===== src/assert_macros.svh =====
// assertion helpers for the rtl files
// no dependencies; included by modules that carry concurrent checks
`ifndef ASSERT_MACROS_SVH
`define ASSERT_MACROS_SVH

// implication checked on every rising edge outside reset
`define ASSERT_CLK(label, clk, rst_n, prop, msg) \
  label: assert property (@(posedge clk) disable iff (!rst_n) prop) else $error(msg);

// condition that must never be true outside reset
`define ASSERT_NEVER(label, clk, rst_n, cond, msg) \
  `ASSERT_CLK(label, clk, rst_n, !(cond), msg)

`endif


===== src/csvt_pkg.sv =====
// types and constants of the csv cell tokenizer
// no dependencies; imported by every module of the block
package csvt_pkg;

  localparam logic [7:0] CH_COMMA = 8'd44;
  localparam logic [7:0] CH_QUOTE = 8'd34;
  localparam logic [7:0] CH_CR    = 8'd13;
  localparam logic [7:0] CH_LF    = 8'd10;

  localparam int unsigned COL_W       = 9;
  localparam int unsigned MAX_COLUMNS = 256;

  localparam logic [1:0] STATUS_OK     = 2'd0;
  localparam logic [1:0] STATUS_BLANK  = 2'd1;
  localparam logic [1:0] STATUS_UNTERM = 2'd2;
  localparam logic [1:0] STATUS_EXTRA  = 2'd3;

  typedef enum logic [1:0] {
    KIND_BYTE     = 2'd0,
    KIND_CELL_END = 2'd1,
    KIND_LINE_END = 2'd2
  } kind_e;

  typedef enum logic [2:0] {
    PS_START  = 3'd0,
    PS_UNQ    = 3'd1,
    PS_QUOTED = 3'd2,
    PS_QSEEN  = 3'd3,
    PS_STRAY  = 3'd4
  } parse_state_e;

  typedef struct packed {
    logic [7:0] data_byte;
    logic       flush;
  } in_item_t;

  typedef struct packed {
    kind_e       kind;
    logic [7:0]  out_byte;
    logic [7:0]  column;
    logic        was_quoted;
    logic        is_empty;
    logic [1:0]  status;
    logic [15:0] extra_cells;
    logic        last;
  } out_item_t;

  typedef struct packed {
    parse_state_e     pstate;
    logic             pending_cr;
    logic             line_nonempty;
    logic             cell_nonempty;
    logic [COL_W-1:0] column_index;
    logic [15:0]      extra_count;
  } tok_state_t;

  // results of one input byte, item0 delivered first
  typedef struct packed {
    logic [1:0] count;
    out_item_t  item0;
    out_item_t  item1;
  } push_t;

endpackage


===== src/csv_cell_tokenizer.sv =====
// CSV data-row tokenizer, one byte a cycle unless stalled: cell bytes, cell
// ends, line ends. One input byte register, the parse step and a two-entry
// result queue.
// in channel: in_valid_i / in_ready_o carry data_byte and flush. A newline
// or a flush ends the line; a carriage return right before the line end
// is dropped. out channel: out_valid_o / out_ready_i carry one result
// (cell byte, cell end or line end with status); last marks the final
// result of an input byte. cfg channel: cfg_valid_i / cfg_ready_o write
// column_count; always ready. It must be written only while the block is
// idle, a rule for the user that the block does not enforce. A byte's
// results pass the input register and the result queue before being taken.
// Throughput: one byte per cycle while the receiver is ready and each byte
// gives at most one result. A byte giving two results waits in the input
// register until the queue is empty, and the byte after it waits for space;
// free queue space sets the rate. A stalled receiver fills the queue and
// then holds the input register; in_ready_o drops only once it is full too.
// Reset clears the parser to the start of a line, empties the queue and
// sets column_count to 1.
`include "assert_macros.svh"

module csv_cell_tokenizer import csvt_pkg::*; (
  input  logic       clk_i,
  input  logic       rst_ni,
  input  logic       in_valid_i,
  output logic       in_ready_o,
  input  in_item_t   in_data_i,
  output logic       out_valid_o,
  input  logic       out_ready_i,
  output out_item_t  out_data_o,
  input  logic       cfg_valid_i,
  output logic       cfg_ready_o,
  input  logic [8:0] cfg_data_i
);

  logic [8:0]       cfg_q;
  logic [COL_W-1:0] cols;
  logic             in_valid_q;
  in_item_t         in_data_q;
  push_t            push;
  logic [1:0]       free;
  logic             fire;

  always_comb begin
    cols = cfg_q;
    if (cols < COL_W'(1))           cols = COL_W'(1);
    if (cols > COL_W'(256))         cols = COL_W'(256);
    if (cols > COL_W'(MAX_COLUMNS)) cols = COL_W'(MAX_COLUMNS);
  end

  assign cfg_ready_o = 1'b1;

  always_ff @(posedge clk_i or negedge rst_ni) begin
    if (!rst_ni) begin
      cfg_q <= 9'd1;
    end else if (cfg_valid_i && cfg_ready_o) begin
      cfg_q <= cfg_data_i;
    end
  end

  assign fire       = in_valid_q && (push.count <= free);
  assign in_ready_o = !in_valid_q || fire;

  always_ff @(posedge clk_i or negedge rst_ni) begin
    if (!rst_ni) begin
      in_valid_q <= 1'b0;
    end else if (in_ready_o) begin
      in_valid_q <= in_valid_i;
    end
  end

  always_ff @(posedge clk_i) begin
    if (in_ready_o && in_valid_i) in_data_q <= in_data_i;
  end

  csvt_step_logic u_step (
    .clk_i  (clk_i),
    .rst_ni (rst_ni),
    .item_i (in_data_q),
    .cols_i (cols),
    .fire_i (fire),
    .push_o (push)
  );

  csvt_out_queue u_queue (
    .clk_i       (clk_i),
    .rst_ni      (rst_ni),
    .push_en_i   (fire),
    .push_i      (push),
    .free_o      (free),
    .out_valid_o (out_valid_o),
    .out_ready_i (out_ready_i),
    .out_data_o  (out_data_o)
  );

  `ASSERT_CLK(a_push_fits, clk_i, rst_ni, fire |-> (push.count <= free), "queue overflow")
  `ASSERT_CLK(a_line_end_last, clk_i, rst_ni,
              (out_valid_o && out_data_o.kind == KIND_LINE_END) |-> out_data_o.last,
              "line end result not marked last")
  `ASSERT_CLK(a_held_byte, clk_i, rst_ni,
              (in_valid_q && !fire) |=> (in_valid_q && $stable(in_data_q)),
              "waiting input byte lost")
  `ASSERT_NEVER(a_two_need_empty, clk_i, rst_ni,
                fire && push.count == 2'd2 && out_valid_o, "two results pushed into busy queue")

endmodule


===== src/csvt_step_logic.sv =====
// parser state register and the per-byte tokenizing logic
// depends on csvt_pkg
module csvt_step_logic import csvt_pkg::*; (
  input  logic             clk_i,
  input  logic             rst_ni,
  input  in_item_t         item_i,
  input  logic [COL_W-1:0] cols_i,
  input  logic             fire_i,
  output push_t            push_o
);

  typedef struct packed {
    tok_state_t st;
    logic       emit;
    out_item_t  res;
  } proc_t;

  typedef struct packed {
    tok_state_t st;
    push_t      push;
  } step_t;

  tok_state_t state_q, state_d;

  function automatic out_item_t mk_item(kind_e k, logic [7:0] b, logic [7:0] c, logic q,
                                        logic e, logic [1:0] st, logic [15:0] ex);
    out_item_t r;
    r.kind        = k;
    r.out_byte    = b;
    r.column      = c;
    r.was_quoted  = q;
    r.is_empty    = e;
    r.status      = st;
    r.extra_cells = ex;
    r.last        = 1'b0;
    return r;
  endfunction

  function automatic proc_t cell_byte(tok_state_t s, logic [7:0] b, logic q,
                                      logic [COL_W-1:0] cols);
    proc_t p;
    p.st   = s;
    p.emit = 1'b0;
    p.res  = '0;
    if (s.column_index < cols) begin
      p.emit = 1'b1;
      p.res  = mk_item(KIND_BYTE, b, s.column_index[7:0], q, 1'b0, STATUS_OK, 16'd0);
    end
    p.st.cell_nonempty = 1'b1;
    return p;
  endfunction

  function automatic proc_t cell_end(tok_state_t s, logic q, logic [COL_W-1:0] cols);
    proc_t p;
    p.st   = s;
    p.emit = 1'b0;
    p.res  = '0;
    if (s.column_index < cols) begin
      p.emit = 1'b1;
      p.res  = mk_item(KIND_CELL_END, 8'd0, s.column_index[7:0], q, !s.cell_nonempty,
                       STATUS_OK, 16'd0);
      p.st.column_index = s.column_index + COL_W'(1);
    end else if (s.extra_count != 16'hFFFF) begin
      p.st.extra_count = s.extra_count + 16'd1;
    end
    p.st.cell_nonempty = 1'b0;
    return p;
  endfunction

  function automatic proc_t proc_byte(tok_state_t s, logic [7:0] b, logic [COL_W-1:0] cols);
    proc_t      p;
    tok_state_t t;
    t = s;
    t.line_nonempty = 1'b1;
    p.st   = t;
    p.emit = 1'b0;
    p.res  = '0;
    unique case (t.pstate)
      PS_START: begin
        t.cell_nonempty = 1'b0;
        p.st = t;
        if (b == CH_QUOTE) begin
          p.st.pstate = PS_QUOTED;
        end else if (b == CH_COMMA) begin
          p = cell_end(t, 1'b0, cols);
        end else begin
          p = cell_byte(t, b, 1'b0, cols);
          p.st.pstate = PS_UNQ;
        end
      end
      PS_UNQ: begin
        if (b == CH_COMMA) begin
          p = cell_end(t, 1'b0, cols);
          p.st.pstate = PS_START;
        end else begin
          p = cell_byte(t, b, 1'b0, cols);
        end
      end
      PS_QUOTED: begin
        if (b == CH_QUOTE) p.st.pstate = PS_QSEEN;
        else               p = cell_byte(t, b, 1'b1, cols);
      end
      PS_QSEEN: begin
        if (b == CH_QUOTE) begin
          p = cell_byte(t, CH_QUOTE, 1'b1, cols);
          p.st.pstate = PS_QUOTED;
        end else if (b == CH_COMMA) begin
          p = cell_end(t, 1'b1, cols);
          p.st.pstate = PS_START;
        end else begin
          p = cell_end(t, 1'b1, cols);
          p.st.pstate = PS_STRAY;
        end
      end
      default: begin
        // skipping stray bytes after a closing quote
        if (b == CH_COMMA) p.st.pstate = PS_START;
      end
    endcase
    return p;
  endfunction

  function automatic step_t line_end(tok_state_t s, logic [COL_W-1:0] cols);
    step_t      r;
    proc_t      ce;
    tok_state_t t;
    out_item_t  le;
    logic [1:0] st;
    t      = s;
    r.push = '0;
    ce     = '0;
    if (!t.line_nonempty) begin
      r.push.count = 2'd1;
      r.push.item0 = mk_item(KIND_LINE_END, 8'd0, 8'd0, 1'b0, 1'b0, STATUS_BLANK, 16'd0);
    end else begin
      unique case (t.pstate)
        PS_START: begin
          t.cell_nonempty = 1'b0;
          ce = cell_end(t, 1'b0, cols);
          t  = ce.st;
        end
        PS_UNQ: begin
          ce = cell_end(t, 1'b0, cols);
          t  = ce.st;
        end
        PS_QSEEN: begin
          ce = cell_end(t, 1'b1, cols);
          t  = ce.st;
        end
        default: ;
      endcase
      priority if (t.pstate == PS_QUOTED) st = STATUS_UNTERM;
      else if (t.extra_count != 16'd0)    st = STATUS_EXTRA;
      else                                st = STATUS_OK;
      le = mk_item(KIND_LINE_END, 8'd0, 8'd0, 1'b0, 1'b0, st, t.extra_count);
      if (ce.emit) begin
        r.push.count = 2'd2;
        r.push.item0 = ce.res;
        r.push.item1 = le;
      end else begin
        r.push.count = 2'd1;
        r.push.item0 = le;
      end
    end
    r.st.pstate        = PS_START;
    r.st.pending_cr    = 1'b0;
    r.st.line_nonempty = 1'b0;
    r.st.cell_nonempty = 1'b0;
    r.st.column_index  = '0;
    r.st.extra_count   = 16'd0;
    return r;
  endfunction

  step_t      le_s;
  proc_t      pa, pb;
  tok_state_t t;
  push_t      push;

  always_comb begin
    le_s    = line_end(state_q, cols_i);
    pa      = '0;
    pb      = '0;
    t       = state_q;
    push    = '0;
    state_d = state_q;
    priority if (item_i.flush) begin
      if (state_q.line_nonempty || state_q.pending_cr) begin
        state_d = le_s.st;
        push    = le_s.push;
      end
    end else if (item_i.data_byte == CH_LF) begin
      state_d = le_s.st;
      push    = le_s.push;
    end else begin
      // a held carriage return goes in as content ahead of this byte
      if (t.pending_cr) begin
        t.pending_cr = 1'b0;
        pa = proc_byte(t, CH_CR, cols_i);
        t  = pa.st;
      end
      if (item_i.data_byte == CH_CR) begin
        t.pending_cr = 1'b1;
      end else begin
        pb = proc_byte(t, item_i.data_byte, cols_i);
        t  = pb.st;
      end
      state_d = t;
      if (pa.emit && pb.emit) begin
        push.count = 2'd2;
        push.item0 = pa.res;
        push.item1 = pb.res;
      end else if (pa.emit) begin
        push.count = 2'd1;
        push.item0 = pa.res;
      end else if (pb.emit) begin
        push.count = 2'd1;
        push.item0 = pb.res;
      end
    end
    if (push.count == 2'd1) push.item0.last = 1'b1;
    if (push.count == 2'd2) push.item1.last = 1'b1;
  end

  assign push_o = push;

  always_ff @(posedge clk_i or negedge rst_ni) begin
    if (!rst_ni) begin
      state_q <= '{pstate: PS_START, pending_cr: 1'b0, line_nonempty: 1'b0,
                   cell_nonempty: 1'b0, column_index: '0, extra_count: 16'd0};
    end else if (fire_i) begin
      state_q <= state_d;
    end
  end

endmodule


===== src/csvt_out_queue.sv =====
// two-entry result queue, takes up to two items a cycle, hands out one
// depends on csvt_pkg
module csvt_out_queue import csvt_pkg::*; (
  input  logic       clk_i,
  input  logic       rst_ni,
  input  logic       push_en_i,
  input  push_t      push_i,
  output logic [1:0] free_o,
  output logic       out_valid_o,
  input  logic       out_ready_i,
  output out_item_t  out_data_o
);

  out_item_t  q0_q, q0_d, q1_q, q1_d, shifted0;
  logic [1:0] cnt_q, cnt_d, base;
  logic       pop;

  assign pop      = (cnt_q != 2'd0) && out_ready_i;
  assign shifted0 = pop ? q1_q : q0_q;
  assign base     = cnt_q - {1'b0, pop};

  always_comb begin
    q0_d  = (base != 2'd0) ? shifted0 : push_i.item0;
    q1_d  = (base == 2'd2) ? q1_q : ((base == 2'd1) ? push_i.item0 : push_i.item1);
    cnt_d = base + (push_en_i ? push_i.count : 2'd0);
  end

  always_ff @(posedge clk_i or negedge rst_ni) begin
    if (!rst_ni) begin
      cnt_q <= 2'd0;
    end else begin
      cnt_q <= cnt_d;
    end
  end

  always_ff @(posedge clk_i) begin
    q0_q <= q0_d;
    q1_q <= q1_d;
  end

  // free space does not count this cycle's transaction, keeping ready registered
  assign free_o      = 2'd2 - cnt_q;
  assign out_valid_o = (cnt_q != 2'd0);
  assign out_data_o  = q0_q;

endmodule


===== config.mk =====
export PLATFORM = sky130hd
export DESIGN_NAME = csv_cell_tokenizer
export DESIGN_NICKNAME = d
export VERILOG_FILES = /design/src/csvt_pkg.sv /design/src/csv_cell_tokenizer.sv /design/src/csvt_step_logic.sv /design/src/csvt_out_queue.sv
export VERILOG_INCLUDE_DIRS = /design/src /design/src/src
export SDC_FILE = /design/constraint.sdc
export NUM_CORES = 1
export LEC_CHECK = 0
export BUFFER_PORTS_ARGS = -buffer_cell sky130_fd_sc_hd__buf_2
export CORE_MARGIN = 2
export CORE_UTILIZATION = 25
export DETAILED_ROUTE_END_ITERATION = 10
export PLACE_DENSITY = 0.45
export SLEW_MARGIN = 10
export SYNTH_ARGS = -nofsm -noshare
export SYNTH_HDL_FRONTEND = slang
export SYNTH_HIERARCHICAL = 1
export SYNTH_SLANG_ARGS = --single-unit

===== constraint.sdc =====
create_clock -name clk_i -period 8.9 [get_ports clk_i]
set_clock_uncertainty 0.1 [all_clocks]
set_input_delay 0.445 -clock clk_i [delete_from_list [all_inputs] [get_ports clk_i]]
set_output_delay 0.445 -clock clk_i [all_outputs]
set_load 0.05 [all_outputs]

After elaboration in Yosys (flattened, before gate mapping)

Index checks and enable logic that the tools add are counted.
W data, S select, Z words.

Flip-flop bits (word level): 130

Add/subtract/negate cells: 7
$lt $le $gt $ge: 6
Equal/unequal tests: 20
Reduce and logical (&&, ||, !) cells: 17
Mux-type cells: 70

Operators by type and width:

| kind                    | number |
|---|---|
| $mux W40                | 19 |
| $mux W71                | 4 |
| $pmux W71 S4            | 1 |
| $pmux W68 S4            | 1 |
| $mux W80                | 3 |
| $mux W39                | 6 |
| $mux W31                | 7 |
| $mux W41                | 4 |
| $pmux W40 S3            | 1 |
| $mux W68                | 1 |
| $mux W66                | 1 |
| $mux W16                | 4 |
| $mux W9                 | 5 |
| $add A16 B1 Y16 const B | 2 |
| $ne A16 B16 Y1 const B  | 2 |
| $mux W27                | 1 |
| $mux W26                | 1 |
| $add A9 B1 Y9 const B   | 2 |
| $gt A9 B9 Y1 const B    | 2 |
| $lt A9 B9 Y1            | 2 |
| $eq A8 B4 Y1 const B    | 2 |
| $eq A8 B6 Y1 const B    | 2 |
| $reduce_bool A16 Y1     | 1 |
| $eq A3 B2 Y1 const B    | 5 |
| 22 further kinds        | 41 |

Logic depth before layout (Yosys ltp)

Gate-level depths: netlist (run 1).

Depth in word-level cells: 30
Mapped depth: 31
Gate-level depth less buffers: 30

Cells and area by module

Netlist (run 1), hierarchy kept.

By module, submodules not included:

| module             | instances | cells each | area each (um^2) |
|---|---|---|---|
| csvt_step_logic    | 1         | 809        | 5462.7 |
| csvt_out_queue     | 1         | 186        | 3510.9 |
| csv_cell_tokenizer | 1         | 54         | 832.0 |

Least setup slack after synthesis (run 1)

OpenSTA, ideal clock, no wires.

Path kind: register to register
From: register cfg_q[8]
To: register u_step/state_q[0] (netlist name)
Arrival time: 6.259 ns
Stages on the path, launching flop included: 31
Setup slack: 2.411 ns
Cell sequence: dfrtp_1 -> nor2b_1 -> inv_1 -> ha_1 -> a211oi_1 -> o31a_1 -> buf_2 -> nand3_1 -> nor3_1 -> xnor2_1 -> inv_1 -> ha_1 -> and4_1 -> a2111oi_0 -> o21ai_0 -> o22a_1 -> nor3_1 -> ha_1 -> o21ai_0 -> nor2_1 -> inv_1 -> ha_1 -> nand2_1 -> o21ai_0 -> and2_1 -> nand2_1 -> clkbuf_1 -> clkbuf_1 -> a21oi_1 -> a22oi_1 -> o31ai_1

RTL lines:

| item                   | RTL line                 | RTL |
|---|---|---|
| from (decl)            | csv_cell_tokenizer.sv:35 | `logic [8:0] cfg_q;` |
| from (signal assigned) | csv_cell_tokenizer.sv:56 | `cfg_q <= cfg_data_i;` |
| to (signal assigned)   | csvt_step_logic.sv:228   | `state_q <= '{pstate: PS_START, pending_cr: 1'b0, line_nonempty: 1'b0,` |
| to (signal assigned)   | csvt_step_logic.sv:231   | `state_q <= state_d;` |
| to (decl)              | csvt_step_logic.sv:23    | `tok_state_t state_q, state_d;` |

==> summary.md, run 1 <==
| Metric | Value |
|---|---|
| DRT Pass-1 Iters | 5 |
| Synth warn | 6 |
| Mapped cell area | just under 0.01 mm^2 |
| WL per Instance | approximately 20 um |
| Post-synthesis net count | 1,100 |
| Synth area leaders | edfxtp_1, dfrtp_1, mux2_2, nand2_1, nor2_1 |
| Count of final setup violators | 0 |
| Final RePlAce weighted congestion | about 0.90 |
| CTS buffer count | 17 |
| Clock sink count | 130 |
| Bufs and invs on worst path | 4 |
| Slowest stage cell, crit path | o31a_1 |
| CP dominant cell by count | ha_1 |
| Synth Area in Adders | under 10% |
| Utilization after layout | between 20 and 30% |
| Syn_area_per_cell | 9.35 um^2 |
| Reg clk slew, reported paths | about 70 ps |
| Synth unique cells | around 90 |
| Initial drt markers | slightly above 700 |
| Via count | around 8,500 |
| CORE AREA | approximately 0.039 mm^2 |
| Setup CP Type | reg -> reg |
| Max frequency | between 0.1 and 0.15 GHz |
| Fin. Hold Viols | 0 |
| Mux cell area share after synthesis | roughly an eighth |
| Layout Nets | approximately 1,100 |
| Worst VDD drop | around 0.19 mV |
| CTS resizes | 0 |
| Critical Path AT | ~8000 ps |
| Reg2Reg Depth | 29 |
| First-pass GRT wire length | about 50,000 um |
| Vias in the first global route | 8,374 |
| DRC violations left | 0 |
| Die height | ~200 um |
| Main combinational cell family by area after synthesis | simple AND/OR/NAND/NOR gates |
| Hold-fix buffers at CTS | 0 |
| Max stage delay on crit path | around 520 ps |
| Register bit total from synthesis | 130 |
| Sequential area share after synthesis | 37.6% |
| TritonCTS clock tree | yes |
| Worst Path Max Fanout | 17 |
| CP delay by family, top | compound AO/OA/AOI/OAI gates |
| DIE AREA | 0.0408 mm^2 |
| H-tree depth | 4 |
| CP Depth | 29 |
| DRT antenna net count | 0 |
| GRT Util Overall | between 10% and 20% |
| Global route overflow | 0 |
| Area fraction in compound gates after synthesis | 15.9% |
| Min-Delay Path Class | in -> async |
| Fin. max-slew vios | 0 |
| EDFF count, synth | just under 90 |
| I/O pin cnt | 65 |
| Fillers | between 4,000 and 5,000 |
| Clk buf depth | 2 |
| DIE WIDTH | approximately 200 um |
| Clock Latency Late Sink | about 440 ps |
| Fin Setup TNS | 0 ps |
| Power Density | between 300 and 400 mW/mm^2 |
| Share of cells above drive strength 1 | about a fifth |
| Final worst path period share | just under 90% |
| Startpoint types | flop |
| Port-buffer cells | 63 |
| Yosys top cell area share | 26.6% |
| Core Rows | 72 |
| Synth Area in XOR/XNOR | around 3.2% |
| Initial Util | between 20% and 30% |
| Outcome | finished, final reports clean |
| Fraction of registers with async set/reset | 33.1% |
| Simple logic cell fraction of the synthesized area | between 20 and 25% |
| Reg2reg end | u_step/state_q[2]$_DFFE_PN0P_ |
| Cell taking the most area after synthesis | edfxtp_1 |
| R2R Path Start | cfg_q[8]$_DFFE_PN0P_ |
| Post-Route WL | ~32,000 um |
| Mapped Cells | about 1,000 |
| Primary FF master, synth | edfxtp_1 |
| Worst Max-Slew Pin Slew | 1150 ps |
| Vias/cell | between 5 and 6 |
| Most common cell after layout, fill and taps aside | nand2_1 |
| Initial antenna violation count | 0 |
| Setup Buffers After CTS | 0 |
| Clock root cell | clkbuf_16 |
| Max-cap viol count | 0 |
| LEAKAGE | 4.32 nW |
| Layout area overhead | 14.0% |
| Setup crit end kind | flop |
| Final min period | between 7000 and 8000 ps |
| Data required, critical path | ~9000 ps |
| RSZ-0062 raised after global routing | false |
| Worst R2R Setup Slack | slightly below 1000 ps |
| Pin count of the biggest net entering global routing | 44 |
| Slew headroom | about a quarter |
| Post-DP HPWL | approximately 23,000 um |
| Most frequent cells in the layout | nand2_1, nor2_1, edfxtp_1 |
| Inserted Diodes | 0 |
## metal layers
metal / share of wire [%] / GRT usage, % / routed length [um] / up-vias
met5: 0 / 0 / 0 / -
met4: 2.9 / 6.07 / 943 / 0
met3: 5.5 / 2.85 / 1780 / 48
met2: 45 / 24.8 / 14500 / 311
met1: 47 / 21.9 / 15100 / 4123
li1: - / - / - / 3986
## report_power, final
part / switching [mW] / internal, mW / leakage [nW]
Combinational: 1.16 / 0.459 / 2.55
Sequential: 0.0731 / 0.949 / 1.49
Clock: 0.312 / 0.414 / 0.284
Total: 1.55 / 1.82 / 4.32
## registers in the layout, indices dropped and copies added, names as in the netlist
signal	cells
u_step/state_q	31
u_queue/q1_q	39
in_valid_q	1
u_queue/cnt_q	2
cfg_q	9
in_data_q	9
u_queue/out_data_o	39
## cell families after synthesis
| kind of cell | Yosys count |
|---|---|
| adder cells (fa/ha/maj) | 28 |
| other | 1 |
| flip-flops | 130 |
| AND/OR/NAND/NOR | 420 |
| multiplexers | 108 |
| AO/OA/AOI/OAI | 226 |
| buffers and inverters | 101 |
| XOR/XNOR | 35 |
## cell usage after synthesis, types with 20 or more instances
cell      instances
xnor2_1          23
inv_1            35
nand4_1          20
nand2_1         108
nor3_1           27
and2_1           39
clkbuf_1         33
nand3_1          33
o21ai_0          53
a21oi_1          41
dfrtp_1          42
mux2_2           74
ha_1             28
nor2_1           96
edfxtp_1         87
## per-stage QoR
| step | total power [mW] | hold WS, ps | worst slack, ps | cells | cell area (um^2) |
|---|---|---|---|---|---|
| floorplan | 2.21 | 49.4 | 2410 | 1049 | 9810 |
| global placement | 2.67 | 419 | 1460 | 1584 | 10600 |
| detailed placement | 2.67 | 430 | 1140 | 1584 | 10600 |
| CTS | 3.41 | 45.7 | 1090 | 1616 | 11200 |
| global route | 3.56 | 57.9 | 287 | 1616 | 11200 |
| finish | 3.37 | 40.0 | 962 | 1616 | 11200 |
## final cells by class
type / count / area [um^2] / area share [%]
sequential: 130 / 3690 / 33.0
tap: 518 / 648 / 5.80
clock buffer: 17 / 425 / 3.80
timing repair buffer: 81 / 450 / 4.03
inverter: 37 / 139 / 1.24
clock inverter: 15 / 156 / 1.40
multi-input combinational: 818 / 5670 / 50.7
## how the worst max path moves through the flow
stage | end | start
2_1_floorplan | u_step/state_q[0]$_DFFE_PN0P_ | cfg_q[8]$_DFFE_PN0P_
3_3_place_gp | u_step/state_q[2]$_DFFE_PN0P_ | cfg_q[8]$_DFFE_PN0P_
3_5_place_dp | u_step/state_q[2]$_DFFE_PN0P_ | cfg_q[8]$_DFFE_PN0P_
4_1_cts | u_step/state_q[2]$_DFFE_PN0P_ | cfg_q[8]$_DFFE_PN0P_
5_1_grt | u_step/state_q[2]$_DFFE_PN0P_ | cfg_q[8]$_DFFE_PN0P_
6_report | u_step/state_q[2]$_DFFE_PN0P_ | cfg_q[8]$_DFFE_PN0P_
Note: power is estimated with default switching activity, not from simulation.
==> inputs of run 2 (changes only) <==
--- a/config.mk
+++ b/config.mk
@@ -9,6 +9,7 @@
 export BUFFER_PORTS_ARGS = -buffer_cell sky130_fd_sc_hd__buf_2
 export CORE_MARGIN = 2
 export CORE_UTILIZATION = 25
+export CTS_BUF_LIST = sky130_fd_sc_hd__clkbuf_4 sky130_fd_sc_hd__clkbuf_8
 export DETAILED_ROUTE_END_ITERATION = 10
 export PLACE_DENSITY = 0.45
 export SLEW_MARGIN = 10
==> summary.md, run 2 (synthesis results as in run 1) <==
| Metric | Value |
|---|---|
| Final worst path period share | approximately nine tenths |
| Global route overflow | 0 |
| R2R Path Start | cfg_q[8]$_DFFE_PN0P_ |
| Final min period | 7950 ps |
| Setup CP Type | reg -> reg |
| Max-cap viol count | 0 |
| Clock sink count | 130 |
| DP Worst Slack | approximately 1100 ps |
| Hold path depth | 1 |
| Post-DP HPWL | between 20,000 and 25,000 um |
| Initial Util | 25.4% |
| GRT Util Overall | ~16% |
| I/O pin cnt | 65 |
| DRT antenna net count | 0 |
| Port-buffer cells | 63 |
| Clk buf depth | 2 |
| Clock root cell | clkbuf_8 |
| Max stage delay on crit path | roughly 520 ps |
| Core Rows | just over 70 |
| Post-Route WL | ~32,000 um |
| Outcome | finished, final reports clean |
| Die height | 202 um |
| DRT Pass-1 Iters | 5 |
| First-pass GRT wire length | between 50,000 and 60,000 um |
| Count of final setup violators | 0 |
| CP dominant cell by count | ha_1 |
| Vias in the first global route | between 8,000 and 9,000 |
| Worst Max-Slew Pin Slew | between 1000 and 1500 ps |
| Min-Delay Path Class | in -> reg |
| Worst hold endpoint | in_data_q[5]$_DFFE_PP_ |
| Most frequent cells in the layout | nand2_1, nor2_1, edfxtp_1 |
| Power Density | approximately 290 mW/mm^2 |
| Most common cell after layout, fill and taps aside | nand2_1 |
| TritonCTS clock tree | yes |
| Critical Path AT | between 8000 and 9000 ps |
| Pin count of the biggest net entering global routing | 44 |
| RSZ-0062 raised after global routing | false |
| Reg2Reg Depth | 29 |
| Initial antenna violation count | 0 |
| DRC violations left | 0 |
| Worst Path Max Fanout | 17 |
| Reg clk slew, reported paths | roughly 100 ps |
| Fin. Hold Viols | 0 |
| Reg2reg end | u_step/state_q[2]$_DFFE_PN0P_ |
| Startpoint types | flop |
| LEAKAGE | between 4 and 5 nW |
| Min-delay src | in_data_i[5] |
| Setup Buffers After CTS | 0 |
| Data required, critical path | slightly above 9000 ps |
| Max frequency | 0.126 GHz |
| Final RePlAce weighted congestion | between 0.9 and 1 |
| WL per Instance | 20.0 um |
| Setup crit end kind | flop |
| Final worst setup slack | about 950 ps |
| Worst R2R Setup Slack | 950 ps |
| Fin Setup TNS | 0 ps |
| Clock Latency Late Sink | approximately 480 ps |
| Slew headroom | about a quarter |
| Slowest stage cell, crit path | o31a_1 |
| H-tree depth | 4 |
| CTS buffer count | 17 |
| Vias/cell | roughly 5.2 |
| Fin. max-slew vios | 0 |
| DIE AREA | around 0.04 mm^2 |
| Layout area overhead | 12.2% |
| CTS resizes | 0 |
| DIE WIDTH | just over 200 um |
| Worst VDD drop | roughly 0.19 mV |
| Initial drt markers | between 600 and 700 |
| Via count | between 8,000 and 9,000 |
| CORE AREA | 0.0386 mm^2 |
| Total power | about 3.2 mW |
| Share of cells above drive strength 1 | a little over a fifth |
| Layout Nets | about 1,100 |
==> run 2: final cells by class <==
| type | count | area [um^2] |
|---|---|---|
| Sequential cell | 130 | 3690 |
| Timing Repair Buffer | 82 | 460 |
| Tap cell | 518 | 648 |
| Clock buffer | 17 | 234 |
| Multi-Input combinational cell | 818 | 5670 |
| Antenna cell | 1 | 2.50 |
| Clock inverter | 15 | 156 |
| Fill cell | 4100 | 27600 |
| Inverter | 37 | 139 |
==> run 2: critical path, delay by kind of cell (launching register included) <==
kind	cells	cell delay (ps)
AOI/OAI and AO/OA	10	2710
and+or+nand+nor	10	2240
adders and majority gates	4	1230
buffers and inverters	4	690
DFF	1	480
xor gates and xnor gates	1	350
==> run 2: per-layer routing <==
metal | vias to the layer above | global-route usage, % | share of wire (%)
li1 | 3989 | - | -
met1 | 4153 | 21.8 | 47
met2 | 289 | 24.9 | 45
met3 | 49 | 2.61 | 5.4
met4 | 0 | 6.33 | 3.0
met5 | - | 0 | 0
==> run 2: how the worst max path moves through the flow <==
stage / from / to / slack (ps)
2_1_floorplan: cfg_q[8]$_DFFE_PN0P_ / u_step/state_q[0]$_DFFE_PN0P_ / 2410
3_3_place_gp: cfg_q[8]$_DFFE_PN0P_ / u_step/state_q[2]$_DFFE_PN0P_ / 1460
3_5_place_dp: cfg_q[8]$_DFFE_PN0P_ / u_step/state_q[2]$_DFFE_PN0P_ / 1140
4_1_cts: cfg_q[8]$_DFFE_PN0P_ / u_step/state_q[2]$_DFFE_PN0P_ / 1090
5_1_grt: cfg_q[8]$_DFFE_PN0P_ / u_step/state_q[2]$_DFFE_PN0P_ / 290
6_report: cfg_q[8]$_DFFE_PN0P_ / u_step/state_q[2]$_DFFE_PN0P_ / 950
==> run 2: stage by stage <==
step	hold slack, ps	std cells	instance area, um^2	utilization, %
after floorplan	49.4	1049	9810	-
after global placement	419	1584	10600	27.4
after detailed placement	430	1584	10600	27.4
after CTS	12.1	1617	11000	28.5
after global routing	8.28	1617	11000	28.5
final	39.3	1618	11000	28.5
==> run 2: what timing repair did <==
action / in CTS / in global routing
hold buffers: 1 / 0
endpoints found under the hold margin: 20 / 0
endpoints found under the setup margin: 0 / 0
==> run 2: report_power, final <==
part	total (mW)	leakage [nW]	switching [mW]	internal [mW]
registers	1.02	1.49	0.0737	0.948
clock network	0.538	0.197	0.287	0.251
logic	1.62	2.55	1.16	0.459
